$ cat config.mk
export PLATFORM = sky130hd
export DESIGN_NAME = double_ended_queue_core
export DESIGN_NICKNAME = d
export VERILOG_FILES = /design/src/hw/rtl/deq_pkg.sv /design/src/hw/rtl/deq_ram.sv /design/src/hw/rtl/double_ended_queue_core.sv
export SDC_FILE = /design/constraint.sdc
export NUM_CORES = 2
export LEC_CHECK = 0
export ABC_CLOCK_PERIOD_IN_PS = 8800
export BUFFER_PORTS_ARGS = -buffer_cell sky130_fd_sc_hd__buf_2
export CORE_MARGIN = 2
export CORE_UTILIZATION = 57
export DETAILED_ROUTE_END_ITERATION = 10
export PLACE_DENSITY_LB_ADDON = 0.05
export SLEW_MARGIN = 20
export SYNTH_ARGS = -nofsm -noshare
export SYNTH_HDL_FRONTEND = slang
export SYNTH_HIERARCHICAL = 1
export SYNTH_SLANG_ARGS = --single-unit
$ cat constraint.sdc
create_clock -name clk -period 8.8 [get_ports clk]
set_input_delay 0.44 -clock clk [delete_from_list [all_inputs] [get_ports clk]]
set_output_delay 0.44 -clock clk [all_outputs]
set_load 0.05 [all_outputs]
$ cat src/hw/rtl/deq_pkg.sv
// Shared constants, codes and ring-index helpers for the double-ended queue.
package deq_pkg;

    localparam int DEPTH  = 64;
    localparam int IDX_W  = (DEPTH > 1) ? $clog2(DEPTH) : 1;
    localparam int CNT_W  = $clog2(DEPTH + 1);
    localparam int SUM_W  = CNT_W + 1;
    localparam int WORD_W = 32;

    localparam logic [2:0] OP_PUSH_BACK  = 3'd0;
    localparam logic [2:0] OP_PUSH_FRONT = 3'd1;
    localparam logic [2:0] OP_POP_BACK   = 3'd2;
    localparam logic [2:0] OP_POP_FRONT  = 3'd3;
    localparam logic [2:0] OP_TRAVERSE   = 3'd4;

    localparam logic [1:0] STAT_OK    = 2'd0;
    localparam logic [1:0] STAT_EMPTY = 2'd1;
    localparam logic [1:0] STAT_FULL  = 2'd2;

    // (idx + off) mod DEPTH, with idx < DEPTH and off <= DEPTH
    function automatic logic [IDX_W-1:0] ring_add(input logic [IDX_W-1:0] idx,
                                                  input logic [CNT_W-1:0] off);
        logic [SUM_W-1:0] s;
        s = SUM_W'(idx) + SUM_W'(off);
        if (s >= SUM_W'(DEPTH))
        begin
            s = s - SUM_W'(DEPTH);
        end
        return s[IDX_W-1:0];
    endfunction

    function automatic logic [IDX_W-1:0] ring_inc(input logic [IDX_W-1:0] idx);
        return (idx == IDX_W'(DEPTH - 1)) ? '0 : idx + IDX_W'(1);
    endfunction

    function automatic logic [IDX_W-1:0] ring_dec(input logic [IDX_W-1:0] idx);
        return (idx == '0) ? IDX_W'(DEPTH - 1) : idx - IDX_W'(1);
    endfunction

endpackage

$ cat src/hw/rtl/deq_ram.sv
// Simple dual-port synchronous RAM, one write and one registered read port.
module deq_ram #(
    parameter int DATA_W = 32,
    parameter int DEPTH_P = 64,
    parameter int ADDR_W = 6
) (
    input  logic              clk,
    input  logic              we,
    input  logic [ADDR_W-1:0] waddr,
    input  logic [DATA_W-1:0] wdata,
    input  logic              re,
    input  logic [ADDR_W-1:0] raddr,
    output logic [DATA_W-1:0] rdata
);

    logic [DATA_W-1:0] mem [DEPTH_P];

    always_ff @(posedge clk)
    begin
        if (we)
        begin
            mem[waddr] <= wdata;
        end
    end

    // read data holds while re is low
    always_ff @(posedge clk)
    begin
        if (re)
        begin
            rdata <= mem[raddr];
        end
    end

endmodule

$ cat src/hw/rtl/double_ended_queue_core.sv
// Double-ended queue core: ring-buffer deque of signed 32-bit words in one RAM.
//
// Each input transfer carries one operation (push back, push front, pop back,
// pop front, traverse) and a value. Pushes and pops each give one status
// transfer with last set; a push onto a full queue is refused with status
// full, a pop from an empty queue reports empty. A traverse of N stored
// words gives N transfers, front to back, each with its word, and last set
// on the final one; on an empty queue it gives a single empty transfer.
// Unused opcodes are taken and dropped without a result. Rate: a push or
// pop is accepted every cycle while the output keeps up. In a traverse the
// accepting cycle issues the first RAM read, then one word per cycle leaves
// the single RAM read port while the output keeps up, and input is held off
// until the last word has been handed to the output. The store needs no
// clearing pass after reset: only words that were pushed are ever read back.
module double_ended_queue_core (
    input  logic                               clk,
    input  logic                               rst_n,
    input  logic                               in_valid,
    output logic                               in_ready,
    input  logic [2:0]                         opcode,
    input  logic signed [deq_pkg::WORD_W-1:0]  value,
    output logic                               out_valid,
    input  logic                               out_ready,
    output logic [1:0]                         status,
    output logic signed [deq_pkg::WORD_W-1:0]  word,
    output logic                               last
);

    localparam logic S_IDLE = 1'b0;
    localparam logic S_TRAV = 1'b1;

    localparam int IDX_W = deq_pkg::IDX_W;
    localparam int CNT_W = deq_pkg::CNT_W;
    localparam int WORD_W = deq_pkg::WORD_W;

    // queue state
    logic [IDX_W-1:0] front_reg, front_next;
    logic [CNT_W-1:0] count_reg, count_next;
    logic             state_reg, state_next;

    // traverse sequencing: reads issued, next read address, word waiting in RAM
    logic [CNT_W-1:0] rd_cnt_reg, rd_cnt_next;
    logic [IDX_W-1:0] rd_addr_reg, rd_addr_next;
    logic             pend_reg, pend_next;
    logic             pend_last_reg, pend_last_next;

    // output register
    logic              out_valid_reg, out_valid_next;
    logic [1:0]        status_reg, status_next;
    logic [WORD_W-1:0] word_reg, word_next;
    logic              last_reg, last_next;

    // RAM ports
    logic              ram_we;
    logic [IDX_W-1:0]  ram_waddr;
    logic              ram_re;
    logic [IDX_W-1:0]  ram_raddr;
    logic [WORD_W-1:0] ram_rdata;

    logic out_free;
    logic in_fire;
    logic full;
    logic empty;
    logic take;
    logic issue_trav;
    logic issue_start;

    assign out_free = !out_valid_reg || out_ready;
    assign in_ready = (state_reg == S_IDLE) && out_free;
    assign in_fire  = in_valid && in_ready;
    assign full     = (count_reg == CNT_W'(deq_pkg::DEPTH));
    assign empty    = (count_reg == '0);

    // traverse: hand the RAM word to the output, and refill the read slot
    assign take        = (state_reg == S_TRAV) && pend_reg && out_free;
    assign issue_trav  = (state_reg == S_TRAV) && (rd_cnt_reg != count_reg)
                         && (!pend_reg || take);
    assign issue_start = in_fire && (opcode == deq_pkg::OP_TRAVERSE) && !empty;

    // Writes come only from pushes taken in idle, reads only from traverse,
    // and a traverse is never accepted in the same cycle as a push, so a read
    // never meets a write to the same entry in the same cycle.
    assign ram_re    = issue_start || issue_trav;
    assign ram_raddr = issue_start ? front_reg : rd_addr_reg;
    assign ram_we    = in_fire && !full
                       && ((opcode == deq_pkg::OP_PUSH_BACK)
                           || (opcode == deq_pkg::OP_PUSH_FRONT));
    assign ram_waddr = (opcode == deq_pkg::OP_PUSH_FRONT)
                       ? deq_pkg::ring_dec(front_reg)
                       : deq_pkg::ring_add(front_reg, count_reg);

    deq_ram #(
        .DATA_W (WORD_W),
        .DEPTH_P(deq_pkg::DEPTH),
        .ADDR_W (IDX_W)
    ) u_ram (
        .clk  (clk),
        .we   (ram_we),
        .waddr(ram_waddr),
        .wdata(value),
        .re   (ram_re),
        .raddr(ram_raddr),
        .rdata(ram_rdata)
    );

    always_comb
    begin
        front_next     = front_reg;
        count_next     = count_reg;
        state_next     = state_reg;
        rd_cnt_next    = rd_cnt_reg;
        rd_addr_next   = rd_addr_reg;
        pend_next      = pend_reg;
        pend_last_next = pend_last_reg;
        out_valid_next = out_valid_reg && !out_ready;
        status_next    = status_reg;
        word_next      = word_reg;
        last_next      = last_reg;

        unique case (state_reg)
            S_IDLE:
            begin
                if (in_fire)
                begin
                    // default single status result
                    status_next = deq_pkg::STAT_OK;
                    word_next   = '0;
                    last_next   = 1'b1;
                    unique case (opcode)
                        deq_pkg::OP_PUSH_BACK:
                        begin
                            out_valid_next = 1'b1;
                            if (full)
                            begin
                                status_next = deq_pkg::STAT_FULL;
                            end
                            else
                            begin
                                count_next = count_reg + CNT_W'(1);
                            end
                        end
                        deq_pkg::OP_PUSH_FRONT:
                        begin
                            out_valid_next = 1'b1;
                            if (full)
                            begin
                                status_next = deq_pkg::STAT_FULL;
                            end
                            else
                            begin
                                front_next = deq_pkg::ring_dec(front_reg);
                                count_next = count_reg + CNT_W'(1);
                            end
                        end
                        deq_pkg::OP_POP_BACK:
                        begin
                            out_valid_next = 1'b1;
                            if (empty)
                            begin
                                status_next = deq_pkg::STAT_EMPTY;
                            end
                            else
                            begin
                                count_next = count_reg - CNT_W'(1);
                            end
                        end
                        deq_pkg::OP_POP_FRONT:
                        begin
                            out_valid_next = 1'b1;
                            if (empty)
                            begin
                                status_next = deq_pkg::STAT_EMPTY;
                            end
                            else
                            begin
                                front_next = deq_pkg::ring_inc(front_reg);
                                count_next = count_reg - CNT_W'(1);
                            end
                        end
                        deq_pkg::OP_TRAVERSE:
                        begin
                            if (empty)
                            begin
                                out_valid_next = 1'b1;
                                status_next    = deq_pkg::STAT_EMPTY;
                            end
                            else
                            begin
                                // first read goes out this cycle
                                state_next     = S_TRAV;
                                rd_cnt_next    = CNT_W'(1);
                                rd_addr_next   = deq_pkg::ring_inc(front_reg);
                                pend_next      = 1'b1;
                                pend_last_next = (count_reg == CNT_W'(1));
                            end
                        end
                        default:
                        begin
                            // unused opcode: dropped, no result
                        end
                    endcase
                end
            end
            S_TRAV:
            begin
                if (take)
                begin
                    out_valid_next = 1'b1;
                    status_next    = deq_pkg::STAT_OK;
                    word_next      = ram_rdata;
                    last_next      = pend_last_reg;
                    pend_next      = 1'b0;
                    if (pend_last_reg)
                    begin
                        state_next = S_IDLE;
                    end
                end
                if (issue_trav)
                begin
                    rd_cnt_next    = rd_cnt_reg + CNT_W'(1);
                    rd_addr_next   = deq_pkg::ring_inc(rd_addr_reg);
                    pend_next      = 1'b1;
                    pend_last_next = ((rd_cnt_reg + CNT_W'(1)) == count_reg);
                end
            end
            default:
            begin
                state_next = S_IDLE;
            end
        endcase
    end

    always_ff @(posedge clk or negedge rst_n)
    begin
        if (!rst_n)
        begin
            front_reg     <= '0;
            count_reg     <= '0;
            state_reg     <= S_IDLE;
            rd_cnt_reg    <= '0;
            pend_reg      <= 1'b0;
            pend_last_reg <= 1'b0;
            out_valid_reg <= 1'b0;
        end
        else
        begin
            front_reg     <= front_next;
            count_reg     <= count_next;
            state_reg     <= state_next;
            rd_cnt_reg    <= rd_cnt_next;
            pend_reg      <= pend_next;
            pend_last_reg <= pend_last_next;
            out_valid_reg <= out_valid_next;
        end
    end

    // payload registers, no reset
    always_ff @(posedge clk)
    begin
        rd_addr_reg <= rd_addr_next;
        status_reg  <= status_next;
        word_reg    <= word_next;
        last_reg    <= last_next;
    end

    assign out_valid = out_valid_reg;
    assign status    = status_reg;
    assign word      = word_reg;
    assign last      = last_reg;

`ifndef SYNTHESIS
    // fill level never passes the ring size
    a_count_bound: assert property (@(posedge clk) disable iff (!rst_n)
        count_reg <= CNT_W'(deq_pkg::DEPTH))
        else $error("entry count above depth");

    // a word waiting in the RAM belongs to a traverse in progress
    a_pend_in_trav: assert property (@(posedge clk) disable iff (!rst_n)
        pend_reg |-> (state_reg == S_TRAV) && (rd_cnt_reg != '0))
        else $error("pending read outside traverse");

    // never read more words than are stored
    a_rd_bound: assert property (@(posedge clk) disable iff (!rst_n)
        (state_reg == S_TRAV) |-> (rd_cnt_reg <= count_reg))
        else $error("traverse read past the back");

    // a successful push grows the queue by one
    a_push_grows: assert property (@(posedge clk) disable iff (!rst_n)
        (in_fire && ram_we) |=> (count_reg == $past(count_reg) + CNT_W'(1)))
        else $error("push did not update count");
`endif

endmodule

Word level (Yosys, flattened, before mapping)
Memories as Yosys holds them, arrays and structs flattened. A register that Yosys moved wholly into a read port is not among the register bits.
Index checks and enable logic that the tools add are counted.
Widths: inputs -> output; s select.
{ "totals": {"n_memories": 1, "mem_bits_rw": 2048, "latch_bits": 0, "mem_bits_ro": 0, "word_cells": 133, "regBits": 65} }
{ "classes": {"n_div": 0, "add_sub_neg": 8, "mul": 0, "n_mux": 57, "bitwise_logic": 1, "reduce_logical": 34, "n_eq_ne": 20, "n_lt_le_gt_ge": 1, "n_shift": 0} }
{ "memory_table": {"columns": ["memory", "words", "word_bits", "read_ports", "rd_ports_with_merged_regs", "write_ports", "line_no", "source"], "rows": [
  ["u_ram.mem", 64, 32, 1, 1, 1, "deq_ram.sv:16", "logic [DATA_W-1:0] mem [DEPTH_P];"]
]} }
{ "op_table": {"columns": ["cell", "n"], "rows": [
  ["$mux 6", 11],
  ["$mux 32", 2],
  ["$pmux 32 s2", 1],
  ["$mux 7", 6],
  ["$pmux 7 s2", 2],
  ["$pmux 6 s2", 2],
  ["$mux 1", 22],
  ["$add 7x1->7 const B", 2],
  ["$add 6x1->6 const B", 2],
  ["$eq 6x6->1 const B", 2],
  ["$ne 2x2->1 const B", 6],
  ["$pmux 1 s2", 6],
  ["$sub 6x1->6 const B", 2],
  ["$logic_and 1x1->1", 11],
  ["$reduce_and 5->1", 2],
  ["$add 6x7->8", 1],
  ["$ge 8x7->1 const B", 1],
  ["$pmux 2 s2", 2],
  ["$reduce_and 4->1", 2],
  ["$eq 7x1->1 const B", 1],
  ["$eq 7x7->1", 1],
  ["$eq 7x7->1 const B", 1],
  ["$logic_not 7->1", 1],
  ["$ne 7x7->1", 1],
  ["17 further kinds", 31]
]} }

Depth between registers and ports, before layout
{ "logic_depth": {"word_depth": 8, "depth_mapped": 16} }

Cells and area by module
Netlist, hierarchy kept.
{ "modules_own_cells": {"columns": ["mod", "n_inst", "cells_per_inst", "area_per_inst_um2"], "rows": [
  ["deq_ram", 1, 3324, 78833.1],
  ["double_ended_queue_core", 1, 354, 3739.8]
]} }

Worst setup path before layout
No wires, ideal clock.
{ "synth_path": {"path_type": "reg-to-reg", "start": "reg count_reg[0]", "end": "mem u_ram.mem[49][0], enable pin", "stages_incl_launch_ff": 12, "setup_time_ns": 0.461, "period_less_slack_ns": 4.678, "arrival_ns": 4.217, "slack_ns": 4.122, "t_required_ns": 8.339, "cell_sequence": "dfrtp_1 > ha_1 > inv_1 > fa_1 > inv_1 > a21o_1 > a21oi_1 > xor2_1 > o21ai_0 > clkbuf_1 > nand4_1 > nor3_1"} }
{ "synth_via": {"elab_cells_between_ends": 11, "classes_between": "add/sub (2); order compare (1); eq/ne (1); mux (4); reduce/logical (3)"} }
{ "synth_rtl": {"columns": ["item", "line_no", "source"], "rows": [
  ["start, declared", "double_ended_queue_core.sv:38", "logic [CNT_W-1:0] count_reg, count_next;"],
  ["start signal, assigned", "double_ended_queue_core.sv:248", "count_reg <= count_next;"],
  ["$add 6x7->8 (*)", "deq_pkg.sv:24", "s = SUM_W'(idx) + SUM_W'(off);"],
  ["$ge 8x7->1 or $sub 6x1->6 (tied branches)", "deq_pkg.sv:25, deq_pkg.sv:27", null],
  ["$mux 6 (*)", "deq_pkg.sv:25", "if (s >= SUM_W'(DEPTH))"],
  ["$mux 6 (*)", "double_ended_queue_core.sv:89", "? deq_pkg::ring_dec(front_reg)"],
  ["via ram_waddr[4]", "double_ended_queue_core.sv:55", "logic [IDX_W-1:0] ram_waddr;"],
  ["end, declared", "deq_ram.sv:16", null]
]} }
Mark *: on every way through the listed nets, which the timed path passes. The rest lies on a longest branch.

Final worst setup path
{ "layout_path": {"start": "reg state_reg", "end": "reg u_ram.rdata[29] (read register of u_ram.mem) (data pin)"} }
{ "layout_via": {"elab_chain_len": 6, "elab_cells_between_ends": 12, "classes_between": "mux (1); bitwise (1); reduce/logical (10)"} }
{ "layout_rtl": {"columns": ["item", "line_no", "source"], "rows": [
  ["start, declared", "double_ended_queue_core.sv:39", "logic state_reg, state_next;"],
  ["start signal, assigned", "double_ended_queue_core.sv:249", "state_reg <= state_next;"],
  ["$not 1->1 (no line)", null, null],
  ["$logic_and 1x1->1", "double_ended_queue_core.sv:69", "assign in_ready = (state_reg == S_IDLE) && out_free;"],
  ["$logic_and 1x1->1", "double_ended_queue_core.sv:70", "assign in_fire = in_valid && in_ready;"],
  ["$logic_and 1x1->1 (2 in a row)", "double_ended_queue_core.sv:78", "assign issue_start = in_fire && (opcode == deq_pkg::OP_TRAVERSE) && !empty;"],
  ["$mux 6", "double_ended_queue_core.sv:84", "assign ram_raddr = issue_start ? front_reg : rd_addr_reg;"],
  ["via ram_raddr[0]", "double_ended_queue_core.sv:57", "logic [IDX_W-1:0] ram_raddr;"],
  ["end, declared", "deq_ram.sv:13", "output logic [DATA_W-1:0] rdata"]
]} }
The timed path passes the listed nets, and every way through them passes these cells.
A chain may end at the register's enable or synchronous reset.

==> impl_results.md <==
* DRC violation total after the first TritonRoute iteration at 5143
* Max-slew violations at 0
* FFs w/ async S/R, synth at 1.12%
* Synthesized Nets at 3732
* Cell area after synthesis at between 80000 and 90000 µm²
* Number of distinct standard cells referenced by the synthesized netlist at 61
* Met2 WL post-DR at 106000 µm
* Flip-flop and latch count after synthesis at about 2.1k
* Core Area at 144000 µm²
* Depth of the worst hold-timing path at 4
* DP Cell Count at 5581
* # setup viols final at 0
* Top fanout value on the critical path at 56
* Internal portion of total power at slightly above 20 mW
* Total non-filler cell area in the finished layout at 92800 µm²
* Critical path arrival at around 6.7 ns
* Metal-1 WL at 83500 µm
* Area growth from synthesis to layout at 12.4%
* Clock latency at the later pin of the worst-skew pair at about 0.84 ns
* H-tree levels at 4
* Number of sinks driven by the clock tree at 2145
* Wire length reported by the detailed router at 217000 µm
* Number of global-route vias before repair at 40.8k
* Die outline area at 148000 µm²
* Number of flops mapped to enable cells by yosys at 2121
* Switching component of the power at 9.88 mW
* Switching power share of the total at between 30% and 40%
* Number of buffers added by the clock tree synthesis step at between 200 and 250
* Average wire per standard cell at approximately 36 µm
* CTS Root Buffer Type: clkbuf_16
* Post-detailed-placement cell area at 86000 µm²
* Global-route wire length before repair at 306000 µm
* Number of buffers added to fix hold violations after cts at 5
* Final critical delay including setup and external delays at 6.14 ns
* Power density over cell area at 327 nW/µm²
* Setup bufs post-CTS at 0
* Initial Util at 57.5%
* Count of input and output buffers at 75
* Status: complete, but fails checks
* Fill cell count at 9433
* Sequential group share of total power at a little under 40%
* Via count normalized by instance count at 6.74
* Final routed DRC violation total at 16
* Aggregate negative setup slack at 0 ns
* Count of TritonRoute iterations in the first routing pass at 11
* Die height at slightly below 400 µm
* Max rail drop VDD at 0.256 mV
* Kind of end point of the critical path: register
* Gp weighted congestion at 0.835
* Overall Global Routing Usage at 30.0%
* Clock network fraction of design power at 29.1%
* Antenna violations before repair at 19
* Fin Clk Skew at 0.0224 ns
* Top-Level Pins at 76
* Setup Crit Path Kind: register to register
* Buffer depth of the longest clock path at 3
* Flip-flop count of the largest register, all copies and words added at between 2k and 2.5k
* Leak Pwr at approximately 30 nW
* Period Utilization, post-route at 69.8%
* Post-synthesis cell count at 3678
* Hold crit path type: primary input to register
* Sequential area share after synthesis at between 70% and 80%
* Worst-margin pin slew at 1.14 ns
* Hold Fails Final Rpt at 0
* DR vias at 40.3k
* Combinational power share at 31.1%
* Antenna-violating nets left at 0
* Number of cells upsized or downsized after cts at 0
* Largest net degree at the start of global routing at 88
* Final Total Pwr at 30.4 mW
* Wire length on met3 at 21700 µm
* Clock tree from TritonCTS: done
* Unrepaired setup endpoints after global routing: false
* Detailed-placement wirelength estimate at about 120000 µm
* Leading register cell type out of synthesis: edfxtp_1
* Number of max-cap violations at 0
* R2R cell count at 9
* Setup crit start kind: register
* Endpoint required time on the critical path at 9.31 ns
* Proportion of layout cells with a drive suffix above 1 at a little over a quarter
* Horizontal die dimension at 385 µm
* Post-layout net count at 3949
* Violated checks: design-rule violations
* Worst slew margin relative to its limit at between 20% and 30%
* # rows at 139
* Non-filler instance count after layout at 5982
* Average cell area after synthesis at 22.5 µm²
* Yosys warnings at 6
* Clock edge transition at the registers on the reported setup and hold paths at 0.06 ns
* Maximum frequency from static timing analysis at around 160 MHz
* Grt ovf at 0
* Top routing layer in use: met5
## critical path: stages (launching register included)
cell	delay [ns]
dfrtp_2	0.73
nand2b_1	0.40
nor2_1	0.18
o2111a_1	0.75
mux2_8	0.84
buf_4	0.68
mux4_2	0.61
mux4_2	0.50
o22ai_1	0.74
nor2_1	0.25
## metrics by stage
stage | hold slack [ns] | worst slack [ns] | util [%]
3_3_place_gp | 0.466 | 2.80 | 59.8
6_report | 0.0858 | 2.66 | 64.6
2_1_floorplan | 0.144 | 4.12 | -
5_1_grt | 0.0778 | 2.28 | 64.6
4_1_cts | 0.00798 | 2.66 | 64.6
3_5_place_dp | 0.479 | 2.68 | 59.8
## area by class of cell
| cell class | count | area (µm²) | area share [%] |
|---|---|---|---|
| diodes | 6 | 15.0 | 0.0162 |
| multi-input cells | 1320 | 17800 | 19.2 |
| clock buffers | 261 | 5550 | 5.98 |
| well taps | 1903 | 2380 | 2.56 |
| repair buffers | 210 | 1540 | 1.66 |
| flip-flops and latches | 2145 | 64300 | 69.3 |
| clock inverters | 129 | 1200 | 1.29 |
| inverters | 8 | 30.0 | 0.0323 |
## metal layers
metal	GRT usage (%)	vias up
met5	0	-
met4	8.67	4
met3	5.74	352
met2	47.8	2276
met1	43.1	21717
li1	-	15989
## cell usage after synthesis (15+ instances only)
| library cell | number | area (µm²) |
|---|---|---|
| o21ai_0 | 17 | 85.1 |
| buf_4 | 25 | 188 |
| nand3_1 | 23 | 115 |
| buf_2 | 63 | 315 |
| o221ai_1 | 27 | 236 |
| xor2_1 | 15 | 131 |
| nor2_1 | 151 | 567 |
| clkbuf_1 | 96 | 360 |
| edfxtp_1 | 2121 | 63700 |
| nand2_1 | 51 | 191 |
| dfrtp_1 | 24 | 601 |
| nand2b_1 | 15 | 93.8 |
| mux4_2 | 544 | 12300 |
| xnor2_1 | 20 | 175 |
| and2_1 | 36 | 225 |
| mux2i_1 | 98 | 981 |
| a21oi_1 | 82 | 410 |
| o22ai_1 | 85 | 532 |
| nor2b_1 | 17 | 106 |
## cell usage in the layout (no fill, tap or decap), types with 5 or more instances in the layout
| cell | count |
|---|---|
| a31oi_1 | 6 |
| nor2b_1 | 16 |
| dlygate4sd3_1 | 5 |
| ha_1 | 14 |
| nand3b_1 | 6 |
| inv_1 | 8 |
| xor2_1 | 15 |
| xnor2_1 | 20 |
| buf_2 | 64 |
| mux2_1 | 6 |
| o21ai_0 | 17 |
| mux2i_1 | 98 |
| inv_6 | 6 |
| a22oi_1 | 12 |
| o22ai_1 | 85 |
| clkinv_1 | 59 |
| diode_2 | 6 |
| buf_4 | 132 |
| a311oi_1 | 8 |
| nor2_4 | 62 |
| nand2b_1 | 14 |
| clkbuf_1 | 46 |
| dfrtp_1 | 23 |
| clkbuf_16 | 215 |
| clkinv_2 | 37 |
| nand2_1 | 50 |
| nand3_1 | 23 |
| buf_12 | 9 |
| and3_1 | 10 |
| or3_1 | 6 |
| edfxtp_1 | 2121 |
| a21oi_1 | 81 |
| bufinv_16 | 22 |
| o221ai_1 | 27 |
| mux4_2 | 544 |
| and2_1 | 36 |
| nor3_1 | 10 |
| nor2_1 | 89 |
## power by group through the flow
stage          Sequential [mW]  Clock [mW]  Combinational, mW
2_1_floorplan             12.3           0               5.94
3_3_place_gp              12.3           0               9.34
3_5_place_dp              12.3           0               9.44
4_1_cts                   12.1        8.94               9.48
5_1_grt                   12.1        9.34               9.89
6_report                  12.1        8.84               9.45
## worst paths after layout
check,start,endpoint,slack [ns]
max,state_reg,u_ram/rdata[29],2.66
min,out_ready,out_valid,0.09
max reg2reg,state_reg,u_ram/rdata[29],2.66
min reg2reg,rd_cnt_reg[6],rd_cnt_reg[6],0.51
max in group asynchronous,rst_n,state_reg,8.24
min in group asynchronous,rst_n,pend_last_reg,0.14
## cell families (layout without fill, tap and decap cells)
logic type	after synthesis	after routing	share of synthesized area [%]
muxes	654	654	16.2
other	0	6	0
and+or+nand+nor	352	352	2.06
AOI/OAI and AO/OA	264	264	2.04
xor gates and xnor gates	35	35	0.371
adders and majority gates	15	15	0.236
DFF	2145	2145	77.9
buffers and inverters	213	608	1.24
No activity file was read; power rests on OpenSTA's default activity.
